`config.mk`:
```
export PLATFORM = sky130hd
export DESIGN_NAME = onewire_rom_search_top
export DESIGN_NICKNAME = d
export VERILOG_FILES = /design/src/rtl/core/ows_pkg.sv /design/src/rtl/core/ows_step.sv /design/src/rtl/core/onewire_rom_search_top.sv
export VERILOG_INCLUDE_DIRS = /design/src /design/src/rtl/core
export SDC_FILE = /design/constraint.sdc
export NUM_CORES = 1
export LEC_CHECK = 0
export BUFFER_PORTS_ARGS = -buffer_cell sky130_fd_sc_hd__buf_2
export CAP_MARGIN = 25
export CORE_MARGIN = 10
export CORE_UTILIZATION = 45
export DETAILED_ROUTE_END_ITERATION = 6
export MAX_ROUTING_LAYER = met4
export SLEW_MARGIN = 10
export SYNTH_ARGS = -nofsm -noshare
export SYNTH_HDL_FRONTEND = slang
export SYNTH_SLANG_ARGS = --single-unit
```
`constraint.sdc`:
```
create_clock -name i_clk -period 14.85 [get_ports i_clk]
set_clock_uncertainty 0.2 [all_clocks]
set_input_delay 1.485 -clock i_clk [delete_from_list [all_inputs] [get_ports i_clk]]
set_output_delay 1.485 -clock i_clk [all_outputs]
set_load 0.02 [all_outputs]
```
`src/rtl/core/onewire_rom_search_top_macros.svh`:
```
// assertion macros shared by the onewire rom search rtl
`ifndef ONEWIRE_ROM_SEARCH_TOP_MACROS_SVH
`define ONEWIRE_ROM_SEARCH_TOP_MACROS_SVH

// same-cycle implication, checked on every clock outside reset
`define OWS_ASSERT_IMPLY(label, ante, cons, msg) \
    label: assert property (@(posedge i_clk) disable iff (!i_rst_n) (ante) |-> (cons)) \
        else $error(msg);

// next-cycle implication, checked on every clock outside reset
`define OWS_ASSERT_NEXT(label, ante, cons, msg) \
    label: assert property (@(posedge i_clk) disable iff (!i_rst_n) (ante) |=> (cons)) \
        else $error(msg);

`endif

```
`src/rtl/core/ows_pkg.sv`:
```
// types, codes and helpers for the onewire rom search engine
package ows_pkg;

    localparam int TABLE_SLOTS = 16;
    localparam int SLOT_W      = (TABLE_SLOTS > 1) ? $clog2(TABLE_SLOTS) : 1;
    localparam int CODE_BITS   = 64;
    localparam int MAX_RES     = 3;

    localparam logic [7:0] CRC_POLY       = 8'h8C;
    localparam logic [6:0] NO_MARK        = 7'd64;
    localparam logic [7:0] MAX_FAIL_RESET = 8'd3;
    localparam logic [7:0] FAIL_SAT       = 8'hFF;
    localparam logic [4:0] SLOTS_LIMIT    = 5'(TABLE_SLOTS);

    // input operations
    localparam logic [1:0] OP_START    = 2'd0;
    localparam logic [1:0] OP_PRESENCE = 2'd1;
    localparam logic [1:0] OP_PAIR     = 2'd2;

    // bit pair codes
    localparam logic [1:0] PAIR_COLLIDE = 2'd0;
    localparam logic [1:0] PAIR_ONE     = 2'd1;
    localparam logic [1:0] PAIR_ZERO    = 2'd2;
    localparam logic [1:0] PAIR_ERROR   = 2'd3;

    // result actions
    localparam logic [3:0] ACT_RESET       = 4'd0;
    localparam logic [3:0] ACT_SEARCH_CMD  = 4'd1;
    localparam logic [3:0] ACT_READ_PAIR   = 4'd2;
    localparam logic [3:0] ACT_WRITE_BIT   = 4'd3;
    localparam logic [3:0] ACT_STORED      = 4'd4;
    localparam logic [3:0] ACT_REJECTED    = 4'd5;
    localparam logic [3:0] ACT_DONE        = 4'd6;
    localparam logic [3:0] ACT_BUS_ERROR   = 4'd7;
    localparam logic [3:0] ACT_NO_PRESENCE = 4'd8;

    typedef enum logic [2:0] {
        PH_IDLE   = 3'b001,
        PH_DETECT = 3'b010,
        PH_SEARCH = 3'b100
    } t_phase;

    typedef struct packed {
        t_phase         phase;
        logic [6:0]     bit_position;
        logic [6:0]     last_disc;
        logic [6:0]     new_disc;
        logic [4:0]     good_count;
        logic [7:0]     fail_count;
        logic [63:0]    working_code;
        logic [7:0]     crc_accum;
    } t_state;

    typedef struct packed {
        logic [3:0]     action;
        logic           bit_value;
        logic [63:0]    dev_code;
        logic [3:0]     slot;
        logic [4:0]     node_count;
        logic           last;
    } t_result;

    typedef struct packed {
        t_state                     nxt;
        logic [1:0]                 n_res;
        t_result [MAX_RES-1:0]      res;
        logic                       store;
    } t_step;

    // one step of the reflected crc-8
    function automatic logic [7:0] crc_bit(input logic [7:0] crc, input logic b);
        logic [7:0] sh;
        sh = {1'b0, crc[7:1]};
        return (crc[0] ^ b) ? (sh ^ CRC_POLY) : sh;
    endfunction

endpackage

```
`src/rtl/core/ows_step.sv`:
```
// next-state and result decode for one input word of the search engine
module ows_step (
    input  ows_pkg::t_state i_st,
    input  logic [7:0]      i_max_fail,
    input  logic [1:0]      i_op,
    input  logic            i_present,
    input  logic [1:0]      i_pair,
    output ows_pkg::t_step  o_step
);

    logic [5:0] pos;
    logic       b;
    logic [6:0] disc;
    logic [7:0] crc_n;
    logic [4:0] good_n;
    logic [7:0] fail_n;
    logic       keep_going;

    assign pos = i_st.bit_position[5:0];

    // bit choice for a pair read, with collision resolution
    always_comb begin
        b    = 1'b0;
        disc = i_st.new_disc;
        case (i_pair)
            ows_pkg::PAIR_ONE:  b = 1'b1;
            ows_pkg::PAIR_ZERO: b = 1'b0;
            default: begin
                if ({1'b0, pos} < i_st.last_disc) begin
                    b    = 1'b0;
                    disc = {1'b0, pos};
                end else if ({1'b0, pos} == i_st.last_disc) begin
                    b = 1'b1;
                end else begin
                    b = i_st.working_code[pos];
                    if (!b) begin
                        disc = {1'b0, pos};
                    end
                end
            end
        endcase
    end

    assign crc_n = ows_pkg::crc_bit(i_st.crc_accum, b);

    // main decode
    always_comb begin
        o_step       = '0;
        o_step.nxt   = i_st;
        good_n       = i_st.good_count;
        fail_n       = i_st.fail_count;
        keep_going   = 1'b0;
        case (i_op)
            ows_pkg::OP_START: begin
                if (i_st.phase == ows_pkg::PH_IDLE) begin
                    o_step.nxt.bit_position = ows_pkg::NO_MARK;
                    o_step.nxt.last_disc    = ows_pkg::NO_MARK;
                    o_step.nxt.new_disc     = ows_pkg::NO_MARK;
                    o_step.nxt.good_count   = '0;
                    o_step.nxt.fail_count   = '0;
                    o_step.nxt.crc_accum    = '0;
                    o_step.nxt.phase        = ows_pkg::PH_DETECT;
                    o_step.n_res            = 2'd1;
                    o_step.res[0].action    = ows_pkg::ACT_RESET;
                    o_step.res[0].last      = 1'b1;
                end
            end
            ows_pkg::OP_PRESENCE: begin
                if (i_st.phase == ows_pkg::PH_DETECT) begin
                    if (!i_present) begin
                        o_step.nxt.phase     = ows_pkg::PH_IDLE;
                        o_step.n_res         = 2'd1;
                        o_step.res[0].action = ows_pkg::ACT_NO_PRESENCE;
                        o_step.res[0].last   = 1'b1;
                    end else begin
                        o_step.nxt.bit_position = 7'(ows_pkg::CODE_BITS - 1);
                        o_step.nxt.new_disc     = ows_pkg::NO_MARK;
                        o_step.nxt.crc_accum    = '0;
                        o_step.nxt.phase        = ows_pkg::PH_SEARCH;
                        o_step.n_res            = 2'd2;
                        o_step.res[0].action    = ows_pkg::ACT_SEARCH_CMD;
                        o_step.res[1].action    = ows_pkg::ACT_READ_PAIR;
                        o_step.res[1].last      = 1'b1;
                    end
                end
            end
            ows_pkg::OP_PAIR: begin
                if (i_st.phase == ows_pkg::PH_SEARCH) begin
                    if (i_pair == ows_pkg::PAIR_ERROR) begin
                        o_step.nxt.phase     = ows_pkg::PH_IDLE;
                        o_step.n_res         = 2'd1;
                        o_step.res[0].action = ows_pkg::ACT_BUS_ERROR;
                        o_step.res[0].last   = 1'b1;
                    end else begin
                        o_step.nxt.working_code[pos] = b;
                        o_step.nxt.crc_accum         = crc_n;
                        o_step.nxt.new_disc          = disc;
                        o_step.res[0].action         = ows_pkg::ACT_WRITE_BIT;
                        o_step.res[0].bit_value      = b;
                        if (pos != 6'd0) begin
                            // more bits to go
                            o_step.nxt.bit_position = {1'b0, pos - 6'd1};
                            o_step.n_res            = 2'd2;
                            o_step.res[1].action    = ows_pkg::ACT_READ_PAIR;
                            o_step.res[1].last      = 1'b1;
                        end else begin
                            // code complete: store or reject, then continue or finish
                            o_step.nxt.last_disc    = disc;
                            o_step.nxt.bit_position = ows_pkg::NO_MARK;
                            o_step.nxt.new_disc     = ows_pkg::NO_MARK;
                            o_step.res[1].dev_code  = o_step.nxt.working_code;
                            if (crc_n == 8'd0 && i_st.good_count < ows_pkg::SLOTS_LIMIT) begin
                                o_step.store         = 1'b1;
                                o_step.res[1].action = ows_pkg::ACT_STORED;
                                o_step.res[1].slot   = i_st.good_count[3:0];
                                good_n               = i_st.good_count + 5'd1;
                            end else begin
                                o_step.res[1].action = ows_pkg::ACT_REJECTED;
                                if (i_st.fail_count != ows_pkg::FAIL_SAT) begin
                                    fail_n = i_st.fail_count + 8'd1;
                                end
                            end
                            o_step.nxt.good_count = good_n;
                            o_step.nxt.fail_count = fail_n;
                            keep_going = (disc < ows_pkg::NO_MARK)
                                && (good_n < ows_pkg::SLOTS_LIMIT)
                                && (fail_n < i_max_fail);
                            o_step.n_res       = 2'd3;
                            o_step.res[2].last = 1'b1;
                            if (keep_going) begin
                                o_step.nxt.phase     = ows_pkg::PH_DETECT;
                                o_step.res[2].action = ows_pkg::ACT_RESET;
                            end else begin
                                o_step.nxt.phase         = ows_pkg::PH_IDLE;
                                o_step.res[2].action     = ows_pkg::ACT_DONE;
                                o_step.res[2].node_count = good_n;
                            end
                        end
                    end
                end
            end
            default: begin
                o_step.n_res = 2'd0;
            end
        endcase
    end

endmodule

```
`src/rtl/core/onewire_rom_search_top.sv`:
```
// top level of the onewire search rom enumeration engine
//
//  channel   dir  handshake                        payload
//  s_axis    in   i_s_axis_tvalid/o_s_axis_tready  tuser operation, tdata present+pair
//  m_axis    out  o_m_axis_tvalid/i_m_axis_tready  tuser action, tdata result, tlast
//  cfg       in   i_cfg_wr_en                      i_cfg_wr_data max_failed_codes
//
// an input word is decoded in the cycle it is accepted; its zero to three result
// words sit in a three-entry result buffer and leave one per cycle while the output is ready.
// a new word is taken while the buffer is empty or its final word leaves; an
// ignored word gives no results and loads nothing into the buffer.
// the result buffer drain sets the rate; the state update itself is registered on acceptance.
// synchronous active-low reset clears state and the buffer count, and sets config to its default.
// output stalls hold the buffer and back-pressure the input.
`include "onewire_rom_search_top_macros.svh"

module onewire_rom_search_top (
    input  logic        i_clk,
    input  logic        i_rst_n,
    // slave side: tuser = operation[1:0]
    input  logic        i_s_axis_tvalid,
    output logic        o_s_axis_tready,
    // tdata: device_present[0], bit_pair[2:1], zero[7:3]
    input  logic [7:0]  i_s_axis_tdata,
    input  logic [1:0]  i_s_axis_tuser,
    // master side: tuser = action[3:0]
    output logic        o_m_axis_tvalid,
    input  logic        i_m_axis_tready,
    // tdata: bit_value[0], dev_code[64:1], slot[68:65], node_count[73:69], zero[79:74]
    output logic [79:0] o_m_axis_tdata,
    output logic [3:0]  o_m_axis_tuser,
    output logic        o_m_axis_tlast,
    // configuration: max_failed_codes
    input  logic        i_cfg_wr_en,
    input  logic [7:0]  i_cfg_wr_data
);

    ows_pkg::t_state              r_st;
    logic [7:0]                   r_max_fail;
    ows_pkg::t_result             r_buf [ows_pkg::MAX_RES];
    logic [1:0]                   r_count;
    logic [1:0]                   r_rd;
    logic [63:0]                  r_table [ows_pkg::TABLE_SLOTS];
    ows_pkg::t_step               step;
    ows_pkg::t_result             cur;
    logic                         in_acc;
    logic                         out_acc;

    // decode
    ows_step u_step (
        .i_st       (r_st),
        .i_max_fail (r_max_fail),
        .i_op       (i_s_axis_tuser),
        .i_present  (i_s_axis_tdata[0]),
        .i_pair     (i_s_axis_tdata[2:1]),
        .o_step     (step)
    );

    // handshakes
    assign cur             = r_buf[r_rd];
    assign o_m_axis_tvalid = (r_count != 2'd0);
    assign out_acc         = o_m_axis_tvalid && i_m_axis_tready;
    assign o_s_axis_tready = (r_count == 2'd0) || ((r_count == 2'd1) && i_m_axis_tready);
    assign in_acc          = i_s_axis_tvalid && o_s_axis_tready;

    // output word
    assign o_m_axis_tuser = cur.action;
    assign o_m_axis_tlast = cur.last;
    assign o_m_axis_tdata = {6'd0, cur.node_count, cur.slot, cur.dev_code, cur.bit_value};

    // configuration register
    always_ff @(posedge i_clk) begin
        if (!i_rst_n) begin
            r_max_fail <= ows_pkg::MAX_FAIL_RESET;
        end else if (i_cfg_wr_en) begin
            r_max_fail <= i_cfg_wr_data;
        end
    end

    // engine state
    always_ff @(posedge i_clk) begin
        if (!i_rst_n) begin
            r_st.phase        <= ows_pkg::PH_IDLE;
            r_st.bit_position <= ows_pkg::NO_MARK;
            r_st.last_disc    <= ows_pkg::NO_MARK;
            r_st.new_disc     <= ows_pkg::NO_MARK;
            r_st.good_count   <= '0;
            r_st.fail_count   <= '0;
            r_st.working_code <= '0;
            r_st.crc_accum    <= '0;
        end else if (in_acc) begin
            r_st <= step.nxt;
        end
    end

    // result buffer control
    always_ff @(posedge i_clk) begin
        if (!i_rst_n) begin
            r_count <= '0;
            r_rd    <= '0;
        end else if (in_acc && step.n_res != 2'd0) begin
            r_count <= step.n_res;
            r_rd    <= '0;
        end else if (out_acc) begin
            r_count <= r_count - 2'd1;
            r_rd    <= r_rd + 2'd1;
        end
    end

    // result buffer payload
    always_ff @(posedge i_clk) begin
        if (in_acc && step.n_res != 2'd0) begin
            for (int i = 0; i < ows_pkg::MAX_RES; i++) begin
                r_buf[i] <= step.res[i];
            end
        end
    end

    // table of good codes
    always_ff @(posedge i_clk) begin
        if (in_acc && step.store) begin
            r_table[r_st.good_count[ows_pkg::SLOT_W-1:0]] <= step.nxt.working_code;
        end
    end

    // checks
    `OWS_ASSERT_IMPLY(a_final_word_last, o_m_axis_tvalid && r_count == 2'd1, o_m_axis_tlast, "final buffered word lacks tlast")
    `OWS_ASSERT_NEXT(a_burst_continues, out_acc && !o_m_axis_tlast, o_m_axis_tvalid, "result burst broken off")
    `OWS_ASSERT_IMPLY(a_search_pos, r_st.phase == ows_pkg::PH_SEARCH, !r_st.bit_position[6], "bit position out of range while searching")
    `OWS_ASSERT_IMPLY(a_good_bound, 1'b1, r_st.good_count <= ows_pkg::SLOTS_LIMIT, "good count beyond table size")

endmodule
```
==> impl_metrics.prom, run 1 <==
# TYPE chip_impl_metric gauge
chip_impl_info{name="timing.critical_path.cells",value="nor2b_1 > and2_1 > o21ai_0 > and4bb_4 > a2111oi_4 > or3b_4 > nand3_2 > or2_2 > xnor2_1 > ha_1 > a21o_1 > a21o_1 > a221o_1 > a21oi_1 > o311ai_1 > o21ai_1 > a21oi_1"} 1
chip_impl_info{name="timing.critical_path.to_type",value="register"} 1
chip_impl_info{name="cts_root_buffer",value="sky130_fd_sc_hd__clkbuf_16"} 1
chip_impl_metric{name="num_vias",unit=""} 8821
chip_impl_info{name="rr_endpoint",value="r_buf[2][2]"} 1
chip_impl_metric{name="drt-total-wl",unit="mm"} 28.8
chip_impl_metric{name="power.density_cell_area",unit="nW/um2"} 109
chip_impl_metric{name="grt_pass1_wl",unit="mm"} 46.3
chip_impl_metric{name="synthArstFlopShare",unit="%"} 0
chip_impl_metric{name="drv.max_cap_violation_count",unit=""} 0
chip_impl_info{name="clock_tree_from_tritoncts",value="yes"} 1
chip_impl_info{name="layout_common_cells",value="146 x sky130_fd_sc_hd__a21oi_1, 122 x sky130_fd_sc_hd__dfxtp_1, 120 x sky130_fd_sc_hd__nor2_1"} 1
chip_impl_metric{name="critical-path-max-stage-delay",unit="ns"} 0.85
chip_impl_metric{name="post-cts-setup-buffers",unit=""} 0
chip_impl_metric{name="htree_levels",unit=""} 1
chip_impl_metric{name="r2r_slack",unit="ns"} 8.79
chip_impl_metric{name="tightestPinTransition",unit="ns"} 1.01
chip_impl_metric{name="cts-buffers-inserted",unit=""} 23
chip_impl_metric{name="multi_input_logic_area",unit="um2"} 5290
chip_impl_metric{name="detailedRoute.firstIterationViolations",unit=""} 729
chip_impl_metric{name="postSynthCellCount",unit=""} 1142
chip_impl_metric{name="grt_start_max_net_pins",unit=""} 86
chip_impl_metric{name="yosys_register_bits",unit=""} 206
chip_impl_metric{name="final_antenna_net_count",unit=""} 0
chip_impl_metric{name="rr_worst_depth",unit=""} 17
chip_impl_metric{name="detail_route.first_pass.iterations",unit=""} 5
chip_impl_metric{name="power.leakage",unit="nW"} 4.40
chip_impl_metric{name="final_core_utilization",unit="%"} 52.0
chip_impl_metric{name="die-width",unit="um"} 175
chip_impl_metric{name="start_util",unit="%"} 45.8
chip_impl_metric{name="io_buffers",unit=""} 98
chip_impl_metric{name="cp_max_fo",unit=""} 29
chip_impl_metric{name="fin_worst_hold_slack",unit="ns"} 0.280
chip_impl_metric{name="finalHoldViolCount",unit=""} 0
chip_impl_metric{name="drt_drc_violations_left",unit=""} 0
chip_impl_metric{name="final.fill_count",unit=""} 2199
chip_impl_metric{name="syn-cell-area",unit="um2"} 10800
chip_impl_metric{name="grt_pass1_vias",unit=""} 8251
chip_impl_info{name="crit-reg2reg-launch",value="r_st[103]"} 1
chip_impl_info{name="outcome",value="completed"} 1
chip_impl_metric{name="max-vdd-ir-drop",unit="mV"} 0.0668
chip_impl_metric{name="globalRouteOverflowTotal",unit=""} 0
chip_impl_metric{name="sequential_cell_area",unit="um2"} 4960
chip_impl_metric{name="slew-limit-headroom",unit="%"} 32.1
chip_impl_metric{name="ctsHoldBuffers",unit=""} 0
chip_impl_info{name="ys.flop_type",value="sky130_fd_sc_hd__dfxtp_1"} 1
chip_impl_metric{name="gr-usage-all-layers",unit="%"} 18.8
chip_impl_metric{name="critical_path_required",unit="ns"} 14.87
chip_impl_metric{name="maxSlewViolCount",unit=""} 0
chip_impl_metric{name="floorplan.die_area",unit="um2"} 30600
chip_impl_metric{name="cts_max_path_buffers",unit=""} 3
chip_impl_metric{name="core-area",unit="um2"} 23500
chip_impl_metric{name="count_of_final_setup_violators",unit=""} 0
chip_impl_metric{name="ys_warn_count",unit=""} 0
chip_impl_metric{name="post_cts.resized_instances",unit=""} 0
chip_impl_info{name="worstSetupStartpointType",value="register"} 1
chip_impl_metric{name="final.period_utilization",unit="%"} 40.8
chip_impl_info{name="crit_path_end",value="r_buf[2][2]"} 1
chip_impl_metric{name="replace_congestion",unit=""} 0.849
chip_impl_metric{name="maxClockFrequency",unit="MHz"} 165
chip_impl_metric{name="syn_area_per_cell",unit="um2"} 9.45
chip_impl_info{name="setup.worst_path.class",value="register to register"} 1
chip_impl_metric{name="insertedDiodeCount",unit=""} 0
chip_impl_metric{name="worst_setup_hold_path_clk_slew",unit="ns"} 0.06
chip_impl_metric{name="row_count",unit=""} 56
chip_impl_metric{name="grt_antenna_before_repair",unit=""} 0
chip_impl_info{name="worstSetupStartpoint",value="r_st[103]"} 1
chip_impl_metric{name="route.detailed.vias_per_inst",unit=""} 5.80
chip_impl_metric{name="routedWlPerCell",unit="um"} 18.9
chip_impl_metric{name="worst_skew_pair.late_latency",unit="ns"} 0.50
chip_impl_metric{name="num-nets-final",unit=""} 1232
chip_impl_metric{name="share_of_final_layout_standard_cells_stronger_than_drive_strength_1",unit="%"} 15.7
chip_impl_metric{name="hpwlAfterDp",unit="mm"} 19.1
chip_impl_metric{name="cts.sinks",unit=""} 206
chip_impl_metric{name="cp.arrival",unit="ns"} 6.08
chip_impl_metric{name="area_added_between_synthesis_and_finish",unit="%"} 13.4
chip_impl_metric{name="dieHeight",unit="um"} 175
chip_impl_metric{name="layout_min_cycle_time",unit="ns"} 6.06
chip_impl_info{name="hp-class",value="register to register"} 1
chip_impl_metric{name="setup-tns-final",unit="ns"} 0
chip_impl_metric{name="synth_seq_area_share",unit="%"} 46.0
chip_impl_info{name="final_common_cell",value="sky130_fd_sc_hd__a21oi_1"} 1
chip_impl_info{name="setup_repair_after_global_routing_missed_its_margin",value="false"} 1
chip_impl_metric{name="design.portCount",unit=""} 110
chip_impl_metric{name="synth_cell_types",unit=""} 68
chip_impl_info{name="crit_path_top_delay_cell",value="sky130_fd_sc_hd__and2_1"} 1
chip_impl_metric{name="synth_enable_flop_cells",unit=""} 84
==> critical path, delay by kind of cell (launching register included) <==
kind,cells,cell delay [ns]
xor gates and xnor gates,1,0.15
and+or+nand+nor,6,2.37
DFF,1,0.53
AOI/OAI and AO/OA,9,2.32
adders and majority gates,1,0.19
==> report_power, final <==
group          total [W]  internal [W]  switching (W)
registers       0.000608      0.000599     0.00000899
clock network   0.000571      0.000346       0.000225
logic           0.000148     0.0000476       0.000100
==> synth_stat cells, drive strengths merged (2+ instances only) <==
| library cell | count | area [um2] |
|---|---|---|
| nand2 | 31 | 116 |
| nor4 | 3 | 18.8 |
| nand3 | 21 | 110 |
| inv | 27 | 101 |
| a2bb2oi | 2 | 17.5 |
| a21oi | 146 | 731 |
| dfxtp | 122 | 2440 |
| o31ai | 2 | 15.0 |
| buf | 21 | 134 |
| or3b | 2 | 20.0 |
| and2 | 80 | 503 |
| or4 | 3 | 22.5 |
| xnor2 | 9 | 78.8 |
| a221oi | 6 | 58.8 |
| or2 | 5 | 31.3 |
| a22oi | 8 | 60.1 |
| a311oi | 108 | 946 |
| clkbuf | 92 | 345 |
| mux2i | 29 | 290 |
| o2111ai | 2 | 17.5 |
| nor2 | 121 | 454 |
| edfxtp | 84 | 2520 |
| mux2 | 5 | 56.3 |
| o22ai | 7 | 43.8 |
| nor2b | 12 | 75.1 |
| a211oi | 26 | 195 |
| o21a | 10 | 75.1 |
| nor3b | 10 | 75.1 |
| a221o | 2 | 20.0 |
| xor2 | 4 | 35.0 |
| o211ai | 2 | 15.0 |
| nand2b | 10 | 62.6 |
| nand4 | 3 | 18.8 |
| a21boi | 2 | 15.0 |
| mux4 | 7 | 158 |
| a211o | 2 | 17.5 |
| ha | 24 | 300 |
| or3 | 6 | 37.5 |
| o21ai | 24 | 120 |
| a21o | 5 | 37.5 |
| nor3 | 18 | 90.1 |
| nand3b | 5 | 37.5 |
| and3 | 20 | 125 |
==> kinds of logic after synthesis <==
| family | Yosys count | share of synthesized area [%] |
|---|---|---|
| mux | 41 | 4.67 |
| other cells | 1 | 0.0348 |
| compound gates | 361 | 22.9 |
| simple gates | 355 | 17.2 |
| xor+xnor | 13 | 1.06 |
| flops | 206 | 46.0 |
| buf+inv | 141 | 5.42 |
| fa+ha+maj | 24 | 2.78 |
==> sequential cells by signal, indices dropped and copies added (netlist names), named ones only <==
register / flops
r_buf: 84
r_count: 2
r_max_fail: 8
r_rd: 2
r_st: 108
==> routing by layer <==
layer	GRT usage, %	wire, um	share of wire (%)
met1	25.4	13100	46
met2	28.6	13100	46
met3	3.34	2050	7.1
met4	4.49	441	1.5
met5	-	0	0
==> worst min-delay path by stage <==
stage	from	to	slack (ns)	cells after the start
after global placement	r_st[90]	r_st[90]	0.26	2
after global routing	r_st[6]	r_st[6]	0.30	2
after detailed placement	r_st[6]	r_st[6]	0.27	2
after floorplan	r_st[6]	r_st[6]	0.24	2
after CTS	r_st[6]	r_st[6]	0.28	2
final	r_st[6]	r_st[6]	0.28	2
==> area by class of cell <==
type | count | share of cell area, %
clock inverters | 11 | 1.06
well taps | 319 | 3.26
multi-input cells | 800 | 43.3
inverters | 28 | 0.859
clock buffers | 30 | 5.08
repair buffers | 126 | 5.89
flip-flops and latches | 206 | 40.6
==> through the flow <==
step           setup WS (ns)  area, um2  std cells  power [W]
2_1_floorplan           9.97      10800       1147   0.000724
3_3_place_gp            8.95      11400       1476   0.000765
3_5_place_dp            8.88      11500       1478   0.000767
4_1_cts                 8.86      12200       1519    0.00134
5_1_grt                 8.43      12200       1520    0.00138
6_report                8.79      12200       1520    0.00133
(Power assumes the default switching activity.)
==> run 2: changes to the inputs <==
- ABC_AREA: not set -> 1
- clock period: 14.85 -> 5.66 ns (I/O delays scaled with it)
==> impl_metrics.prom, run 2 <==
# TYPE chip_impl_metric gauge
chip_impl_info{name="outcome",value="completed"} 1
chip_impl_info{name="ys.flop_type",value="sky130_fd_sc_hd__dfxtp_1"} 1
chip_impl_metric{name="cts.sinks",unit=""} 206
chip_impl_info{name="setup.worst_path.class",value="register to register"} 1
chip_impl_metric{name="route.detailed.vias_per_inst",unit=""} 5.13
chip_impl_metric{name="num-nets-final",unit=""} 1557
chip_impl_metric{name="power.leakage",unit="nW"} 5.10
chip_impl_metric{name="postSynthCellCount",unit=""} 1461
chip_impl_metric{name="area_added_between_synthesis_and_finish",unit="%"} 13.3
chip_impl_metric{name="largest_register_ffs",unit=""} 108
chip_impl_info{name="clock_tree_from_tritoncts",value="yes"} 1
chip_impl_metric{name="worst_skew_pair.late_latency",unit="ns"} 0.52
chip_impl_metric{name="insertedDiodeCount",unit=""} 0
chip_impl_metric{name="grt_antenna_before_repair",unit=""} 0
chip_impl_metric{name="floorplan.die_area",unit="um2"} 30600
chip_impl_info{name="top_register",value="r_st"} 1
chip_impl_metric{name="share_of_final_layout_standard_cells_stronger_than_drive_strength_1",unit="%"} 12.1
chip_impl_info{name="crit_path_top_delay_cell",value="sky130_fd_sc_hd__dfxtp_1"} 1
chip_impl_metric{name="netlist.area_leader.share",unit="%"} 23.4
chip_impl_info{name="timing.critical_path.mode_cell",value="sky130_fd_sc_hd__nand2_1"} 1
chip_impl_metric{name="cp.arrival",unit="ns"} 4.90
chip_impl_metric{name="dieHeight",unit="um"} 175
chip_impl_metric{name="count_of_final_setup_violators",unit=""} 0
chip_impl_metric{name="final.period_utilization",unit="%"} 85.5
chip_impl_metric{name="routed-wl-met2",unit="mm"} 12.8
chip_impl_metric{name="final.fill_count",unit=""} 2347
chip_impl_metric{name="htree_levels",unit=""} 1
chip_impl_info{name="timing.critical_path.to_type",value="register"} 1
chip_impl_info{name="layout_common_cells",value="340 x sky130_fd_sc_hd__nand2_1, 206 x sky130_fd_sc_hd__a21oi_1, 193 x sky130_fd_sc_hd__nor2_1"} 1
chip_impl_metric{name="syn-cell-area",unit="um2"} 10800
chip_impl_metric{name="postPlaceCellArea",unit="um2"} 11400
chip_impl_metric{name="power.density_cell_area",unit="nW/um2"} 294
chip_impl_metric{name="grt_start_max_net_pins",unit=""} 129
chip_impl_metric{name="synth_seq_area_share",unit="%"} 46.0
chip_impl_metric{name="preCtsSetupSlack",unit="ns"} 0.865
chip_impl_info{name="synth.top_cells.by_count",value="341 x sky130_fd_sc_hd__nand2_1, 206 x sky130_fd_sc_hd__a21oi_1, 194 x sky130_fd_sc_hd__nor2_1"} 1
chip_impl_metric{name="grt_pass1_vias",unit=""} 8819
chip_impl_metric{name="core-area",unit="um2"} 23500
chip_impl_metric{name="critical_path_required",unit="ns"} 5.72
chip_impl_metric{name="ys_warn_count",unit=""} 0
chip_impl_metric{name="cts-buffers-inserted",unit=""} 24
chip_impl_metric{name="globalRouteOverflowTotal",unit=""} 0
chip_impl_metric{name="synthArstFlopShare",unit="%"} 0
chip_impl_metric{name="post_cts.resized_instances",unit=""} 0
chip_impl_metric{name="cp_max_fo",unit=""} 35
chip_impl_metric{name="critical-path-max-stage-delay",unit="ns"} 0.70
chip_impl_metric{name="drt-total-wl",unit="mm"} 28.5
chip_impl_metric{name="detail_route.first_pass.iterations",unit=""} 5
chip_impl_metric{name="maxClockFrequency",unit="MHz"} 207
chip_impl_metric{name="setup-tns-final",unit="ns"} 0
chip_impl_info{name="setup_repair_after_global_routing_missed_its_margin",value="false"} 1
chip_impl_metric{name="die-width",unit="um"} 175
chip_impl_metric{name="finalHoldViolCount",unit=""} 0
chip_impl_metric{name="gr-usage-all-layers",unit="%"} 18.8
chip_impl_metric{name="maxSlewViolCount",unit=""} 0
chip_impl_metric{name="synth_cell_types",unit=""} 43
chip_impl_info{name="final_common_cell",value="sky130_fd_sc_hd__nand2_1"} 1
chip_impl_metric{name="multi_input_logic_area",unit="um2"} 4910
chip_impl_metric{name="final_area",unit="um2"} 12200
chip_impl_metric{name="sequential_cell_area",unit="um2"} 4970
chip_impl_info{name="worstSetupStartpointType",value="register"} 1
chip_impl_metric{name="syn_area_per_cell",unit="um2"} 7.39
chip_impl_metric{name="num_vias",unit=""} 9456
chip_impl_metric{name="ctsHoldBuffers",unit=""} 0
chip_impl_metric{name="row_count",unit=""} 56
chip_impl_info{name="synth_largest_area_cell",value="sky130_fd_sc_hd__edfxtp_1"} 1
chip_impl_metric{name="final_antenna_net_count",unit=""} 0
chip_impl_metric{name="drv.max_cap_violation_count",unit=""} 0
chip_impl_metric{name="stdcell_count",unit=""} 1845
chip_impl_info{name="worstSetupStartpoint",value="r_st[100]"} 1
chip_impl_info{name="top_layer_used",value="met4"} 1
chip_impl_metric{name="replace_congestion",unit=""} 0.895
chip_impl_metric{name="post-cts-setup-buffers",unit=""} 0
chip_impl_info{name="crit-reg2reg-launch",value="r_st[100]"} 1
chip_impl_metric{name="grt_pass1_wl",unit="mm"} 46.8
chip_impl_metric{name="drt_drc_violations_left",unit=""} 0
chip_impl_metric{name="detail_route.wirelength.met1",unit="mm"} 13.5
chip_impl_metric{name="cts_max_path_buffers",unit=""} 3
chip_impl_metric{name="design.portCount",unit=""} 110
chip_impl_metric{name="tightestPinTransition",unit="ns"} 0.876
chip_impl_metric{name="routed-wl-met3",unit="mm"} 1.73
chip_impl_info{name="hp-class",value="primary input to register"} 1
chip_impl_info{name="worstHoldStart",value="i_cfg_wr_data[0]"} 1
chip_impl_metric{name="detailedRoute.firstIterationViolations",unit=""} 726
chip_impl_metric{name="worst_setup_hold_path_clk_slew",unit="ns"} 0.06
chip_impl_metric{name="finalWorstSetupSlack",unit="ns"} 0.818
chip_impl_metric{name="finalPower",unit="W"} 0.00359
chip_impl_metric{name="yosys_register_bits",unit=""} 206
chip_impl_info{name="synthTopCellsByArea",value="sky130_fd_sc_hd__edfxtp_1 23%, sky130_fd_sc_hd__dfxtp_1 23%, sky130_fd_sc_hd__nand2_1 12%, sky130_fd_sc_hd__a21oi_1 9.6%, sky130_fd_sc_hd__nor2_1 6.7%"} 1
chip_impl_metric{name="slew-limit-headroom",unit="%"} 41.4
chip_impl_info{name="yosysMostFrequentCell",value="sky130_fd_sc_hd__nand2_1"} 1
chip_impl_metric{name="dp_cells",unit=""} 1802
chip_impl_metric{name="max-vdd-ir-drop",unit="mV"} 0.189
chip_impl_metric{name="routedWlPerCell",unit="um"} 15.5
chip_impl_metric{name="hpwlAfterDp",unit="mm"} 18.6
chip_impl_metric{name="io_buffers",unit=""} 98
chip_impl_metric{name="synth_enable_flop_cells",unit=""} 84
chip_impl_metric{name="layout_min_cycle_time",unit="ns"} 4.84
chip_impl_info{name="cts_root_buffer",value="sky130_fd_sc_hd__clkbuf_16"} 1
chip_impl_metric{name="start_util",unit="%"} 45.8
chip_impl_info{name="largest_registers",value="r_st (108), r_buf (84), r_max_fail (8)"} 1
[run 2: cell types whose count changed after synthesis, moves of 69 or more]
cell / before / now
sky130_fd_sc_hd__nand2_1: 31 / 341
sky130_fd_sc_hd__a311oi_1: 108 / 0
sky130_fd_sc_hd__o21ai_0: 22 / 91
sky130_fd_sc_hd__inv_1: 26 / 126
sky130_fd_sc_hd__nor2_1: 121 / 194
sky130_fd_sc_hd__and2_1: 79 / 0
[run 2: logic make-up after synthesis]
family                     Yosys count  share of synthesized area, %
buffers and inverters              232                          8.80
other                                1                        0.0347
and+or+nand+nor                    619                          23.4
xor gates and xnor gates            13                          1.05
DFF                                206                          46.0
adders and majority gates           24                          2.78
muxes                                1                        0.0927
AOI/OAI and AO/OA                  365                          17.8
[run 2: power by group]
group          switching (W)  internal, W  total [W]
registers          0.0000195      0.00158    0.00160
logic               0.000296     0.000110   0.000406
clock network       0.000611     0.000978    0.00159
[run 2: final cells by class]
type,instances,share of cell area [%]
timing repair buffer,115,5.22
sequential,206,40.6
inverter,135,4.16
clock inverter,8,0.941
tap,319,3.26
multi-input combinational,1028,40.2
clock buffer,34,5.64
[run 2: critical path: cells and delay by family (launching register included)]
kind / cells / cell delay, ns
xor gates and xnor gates: 1 / 0.14
and+or+nand+nor: 17 / 2.55
adders and majority gates: 1 / 0.29
DFF: 1 / 0.70
AOI/OAI and AO/OA: 3 / 0.31
buffers and inverters: 3 / 0.39
[run 2: per-stage QoR]
stage,hold WS [ns],util (%)
after floorplan,0.230,-
after global routing,0.0704,52.0
after detailed placement,0.258,48.4
after CTS,0.0585,51.8
after global placement,0.254,48.4
final,0.0702,52.0
[run 2: worst paths after layout]
check	endpoint	depth (start not counted)	slack (ns)
worst max-delay path	r_buf[2][3]	25	0.82
worst min-delay path	r_max_fail[0]	3	0.07
worst max register to register	r_buf[2][3]	25	0.82
worst min register to register	r_max_fail[0]	2	0.26
[run 2: per-layer routing]
layer / GRT usage [%] / vias up
li1: - / 4890
met1: 25.3 / 4282
met2: 29.1 / 251
met3: 3.10 / 33
met4: 3.92 / 0
met5: - / -
==> run 3: changes to the inputs <==
==> constraint.sdc (replaced) <==
create_clock -name i_clk -period 5.66 [get_ports i_clk]
set_clock_uncertainty 0.2 [all_clocks]
set_input_delay 1.132 -clock i_clk [delete_from_list [all_inputs] [get_ports i_clk]]
set_output_delay 1.132 -clock i_clk [all_outputs]
set_load 0.02 [all_outputs]
==> impl_metrics.prom, run 3 (synthesis gave the netlist of run 2 again) <==
# TYPE chip_impl_metric gauge
chip_impl_info{name="outcome",value="completed"} 1
chip_impl_metric{name="slew-limit-headroom",unit="%"} 43.2
chip_impl_metric{name="power.density_cell_area",unit="nW/um2"} 290
chip_impl_metric{name="cts.sinks",unit=""} 206
chip_impl_metric{name="detail_route.first_pass.iterations",unit=""} 5
chip_impl_info{name="timing.critical_path.cells",value="inv_4 > ha_1 > o21ai_1 > a21oi_1 > or2_2 > a21oi_1 > nand3_4 > nand2_4 > nand2_2 > nand2_4 > nand3_4 > nand2_2 > inv_1 > nand2_1 > xor2_1 > inv_1 > ha_1 > a21oi_1 > o21ai_0 > nor3_1 > nand2_1 > nand2_2 > nor2_1"} 1
chip_impl_metric{name="share_of_final_layout_standard_cells_stronger_than_drive_strength_1",unit="%"} 12.6
chip_impl_info{name="crit_path_top_delay_cell",value="sky130_fd_sc_hd__dfxtp_1"} 1
chip_impl_metric{name="num-nets-final",unit=""} 1559
chip_impl_metric{name="tightestPinTransition",unit="ns"} 0.850
chip_impl_metric{name="largest_register_ffs",unit=""} 108
chip_impl_metric{name="maxClockFrequency",unit="MHz"} 202
chip_impl_metric{name="floorplan.die_area",unit="um2"} 30600
chip_impl_metric{name="cts-buffers-inserted",unit=""} 24
chip_impl_info{name="cts_root_buffer",value="sky130_fd_sc_hd__clkbuf_16"} 1
chip_impl_metric{name="finalWorstSetupSlack",unit="ns"} 0.720
chip_impl_metric{name="worst_setup_hold_path_clk_slew",unit="ns"} 0.06
chip_impl_metric{name="post_cts.resized_instances",unit=""} 0
chip_impl_metric{name="power.leakage",unit="nW"} 5.11
chip_impl_metric{name="grt_start_max_net_pins",unit=""} 129
chip_impl_metric{name="dp_cells",unit=""} 1804
chip_impl_info{name="hp-class",value="register to register"} 1
chip_impl_metric{name="preCtsSetupSlack",unit="ns"} 0.698
chip_impl_info{name="largest_registers",value="r_st (108), r_buf (84), r_max_fail (8)"} 1
chip_impl_metric{name="drv.max_cap_violation_count",unit=""} 0
chip_impl_metric{name="core-area",unit="um2"} 23500
chip_impl_metric{name="row_count",unit=""} 56
chip_impl_metric{name="num_vias",unit=""} 9450
chip_impl_metric{name="worst_skew_pair.late_latency",unit="ns"} 0.53
chip_impl_metric{name="hpwlAfterDp",unit="mm"} 18.6
chip_impl_metric{name="globalRouteOverflowTotal",unit=""} 0
chip_impl_metric{name="final_core_utilization",unit="%"} 52.2
chip_impl_metric{name="drt-total-wl",unit="mm"} 28.0
chip_impl_metric{name="critical_path_required",unit="ns"} 5.74
chip_impl_metric{name="design.portCount",unit=""} 110
chip_impl_metric{name="setup-tns-final",unit="ns"} 0
chip_impl_info{name="setup.worst_path.class",value="register to register"} 1
chip_impl_metric{name="routedWlPerCell",unit="um"} 15.2
chip_impl_metric{name="post-cts-setup-buffers",unit=""} 0
chip_impl_metric{name="htree_levels",unit=""} 1
chip_impl_metric{name="area_added_between_synthesis_and_finish",unit="%"} 13.7
chip_impl_metric{name="io_buffers",unit=""} 98
chip_impl_metric{name="dieHeight",unit="um"} 175
chip_impl_info{name="timing.critical_path.to_type",value="register"} 1
chip_impl_metric{name="finalHoldViolCount",unit=""} 0
chip_impl_metric{name="max-vdd-ir-drop",unit="mV"} 0.267
chip_impl_metric{name="final.fill_count",unit=""} 2373
chip_impl_info{name="clock_tree_from_tritoncts",value="yes"} 1
chip_impl_metric{name="insertedDiodeCount",unit=""} 0
chip_impl_metric{name="critical-path-max-stage-delay",unit="ns"} 0.63
chip_impl_metric{name="cts_max_path_buffers",unit=""} 3
chip_impl_metric{name="cp_max_fo",unit=""} 33
chip_impl_info{name="top_register",value="r_st"} 1
chip_impl_metric{name="ctsHoldBuffers",unit=""} 0
chip_impl_metric{name="count_of_final_setup_violators",unit=""} 0
chip_impl_metric{name="start_util",unit="%"} 45.8
chip_impl_info{name="worstSetupStartpointType",value="register"} 1
chip_impl_metric{name="final_antenna_net_count",unit=""} 0
chip_impl_info{name="layout_common_cells",value="340 x sky130_fd_sc_hd__nand2_1, 206 x sky130_fd_sc_hd__a21oi_1, 193 x sky130_fd_sc_hd__nor2_1"} 1
chip_impl_metric{name="grt_pass1_wl",unit="mm"} 46.4
chip_impl_metric{name="cp.arrival",unit="ns"} 5.02
chip_impl_info{name="setup_repair_after_global_routing_missed_its_margin",value="false"} 1
chip_impl_metric{name="route.detailed.vias_per_inst",unit=""} 5.11
chip_impl_metric{name="fin_worst_hold_slack",unit="ns"} 0.267
chip_impl_metric{name="layout_min_cycle_time",unit="ns"} 4.94
chip_impl_metric{name="grt_pass1_vias",unit=""} 8911
chip_impl_metric{name="stdcell_count",unit=""} 1848
chip_impl_metric{name="replace_congestion",unit=""} 0.883
chip_impl_metric{name="final.period_utilization",unit="%"} 87.3
chip_impl_metric{name="die-width",unit="um"} 175
chip_impl_metric{name="maxSlewViolCount",unit=""} 0
chip_impl_metric{name="r2r_slack",unit="ns"} 0.72
chip_impl_info{name="final_common_cell",value="sky130_fd_sc_hd__nand2_1"} 1
chip_impl_metric{name="gr-usage-all-layers",unit="%"} 18.4
chip_impl_metric{name="detailedRoute.firstIterationViolations",unit=""} 663
chip_impl_metric{name="grt_antenna_before_repair",unit=""} 0
chip_impl_metric{name="drt_drc_violations_left",unit=""} 0
-- run 3: final timing paths --
check	from	end	cells after the start
max	r_st[99]	r_buf[2][4]	23
min	r_st[82]	r_st[82]	2
max reg2reg	r_st[99]	r_buf[2][4]	23
min reg2reg	r_st[82]	r_st[82]	2
-- run 3: layout make-up --
type                       count  area [um2]  share of cell area [%]
tap                          319         399                    3.25
multi-input combinational   1028        4910                    40.0
inverter                     135         509                    4.15
clock buffer                  30         686                    5.58
timing repair buffer         117         678                    5.52
sequential                   206        4970                    40.5
clock inverter                13         125                    1.02
-- run 3: report_power, final --
| group | internal [W] | switching (W) | total, W | leakage, nW |
|---|---|---|---|---|
| registers | 0.00158 | 0.0000200 | 0.00160 | 1.75 |
| clock network | 0.000914 | 0.000646 | 0.00156 | 0.385 |
| logic | 0.000111 | 0.000295 | 0.000406 | 2.97 |
| total | 0.00260 | 0.000960 | 0.00356 | 5.11 |
-- run 3: critical path: cells and delay by family, from the launching register on --
family | cells | cell delay (ns)
xor+xnor | 1 | 0.14
compound gates | 5 | 0.68
flops | 1 | 0.63
fa+ha+maj | 2 | 0.56
buf+inv | 3 | 0.45
simple gates | 12 | 2.02
-- run 3: metrics by stage --
stage	cell area [um2]	power, W
2_1_floorplan	10800	0.00192
3_3_place_gp	11400	0.00204
3_5_place_dp	11400	0.00204
4_1_cts	12300	0.00361
5_1_grt	12300	0.00371
6_report	12300	0.00356
-- run 3: routing by layer --
metal	vias to the layer above	global-route usage (%)	part of all wire, %
met5	-	-	0
met2	204	28.5	46
met1	4317	24.7	47
met4	0	4.20	1.6
met3	36	3.10	5.4
li1	4893	-	-
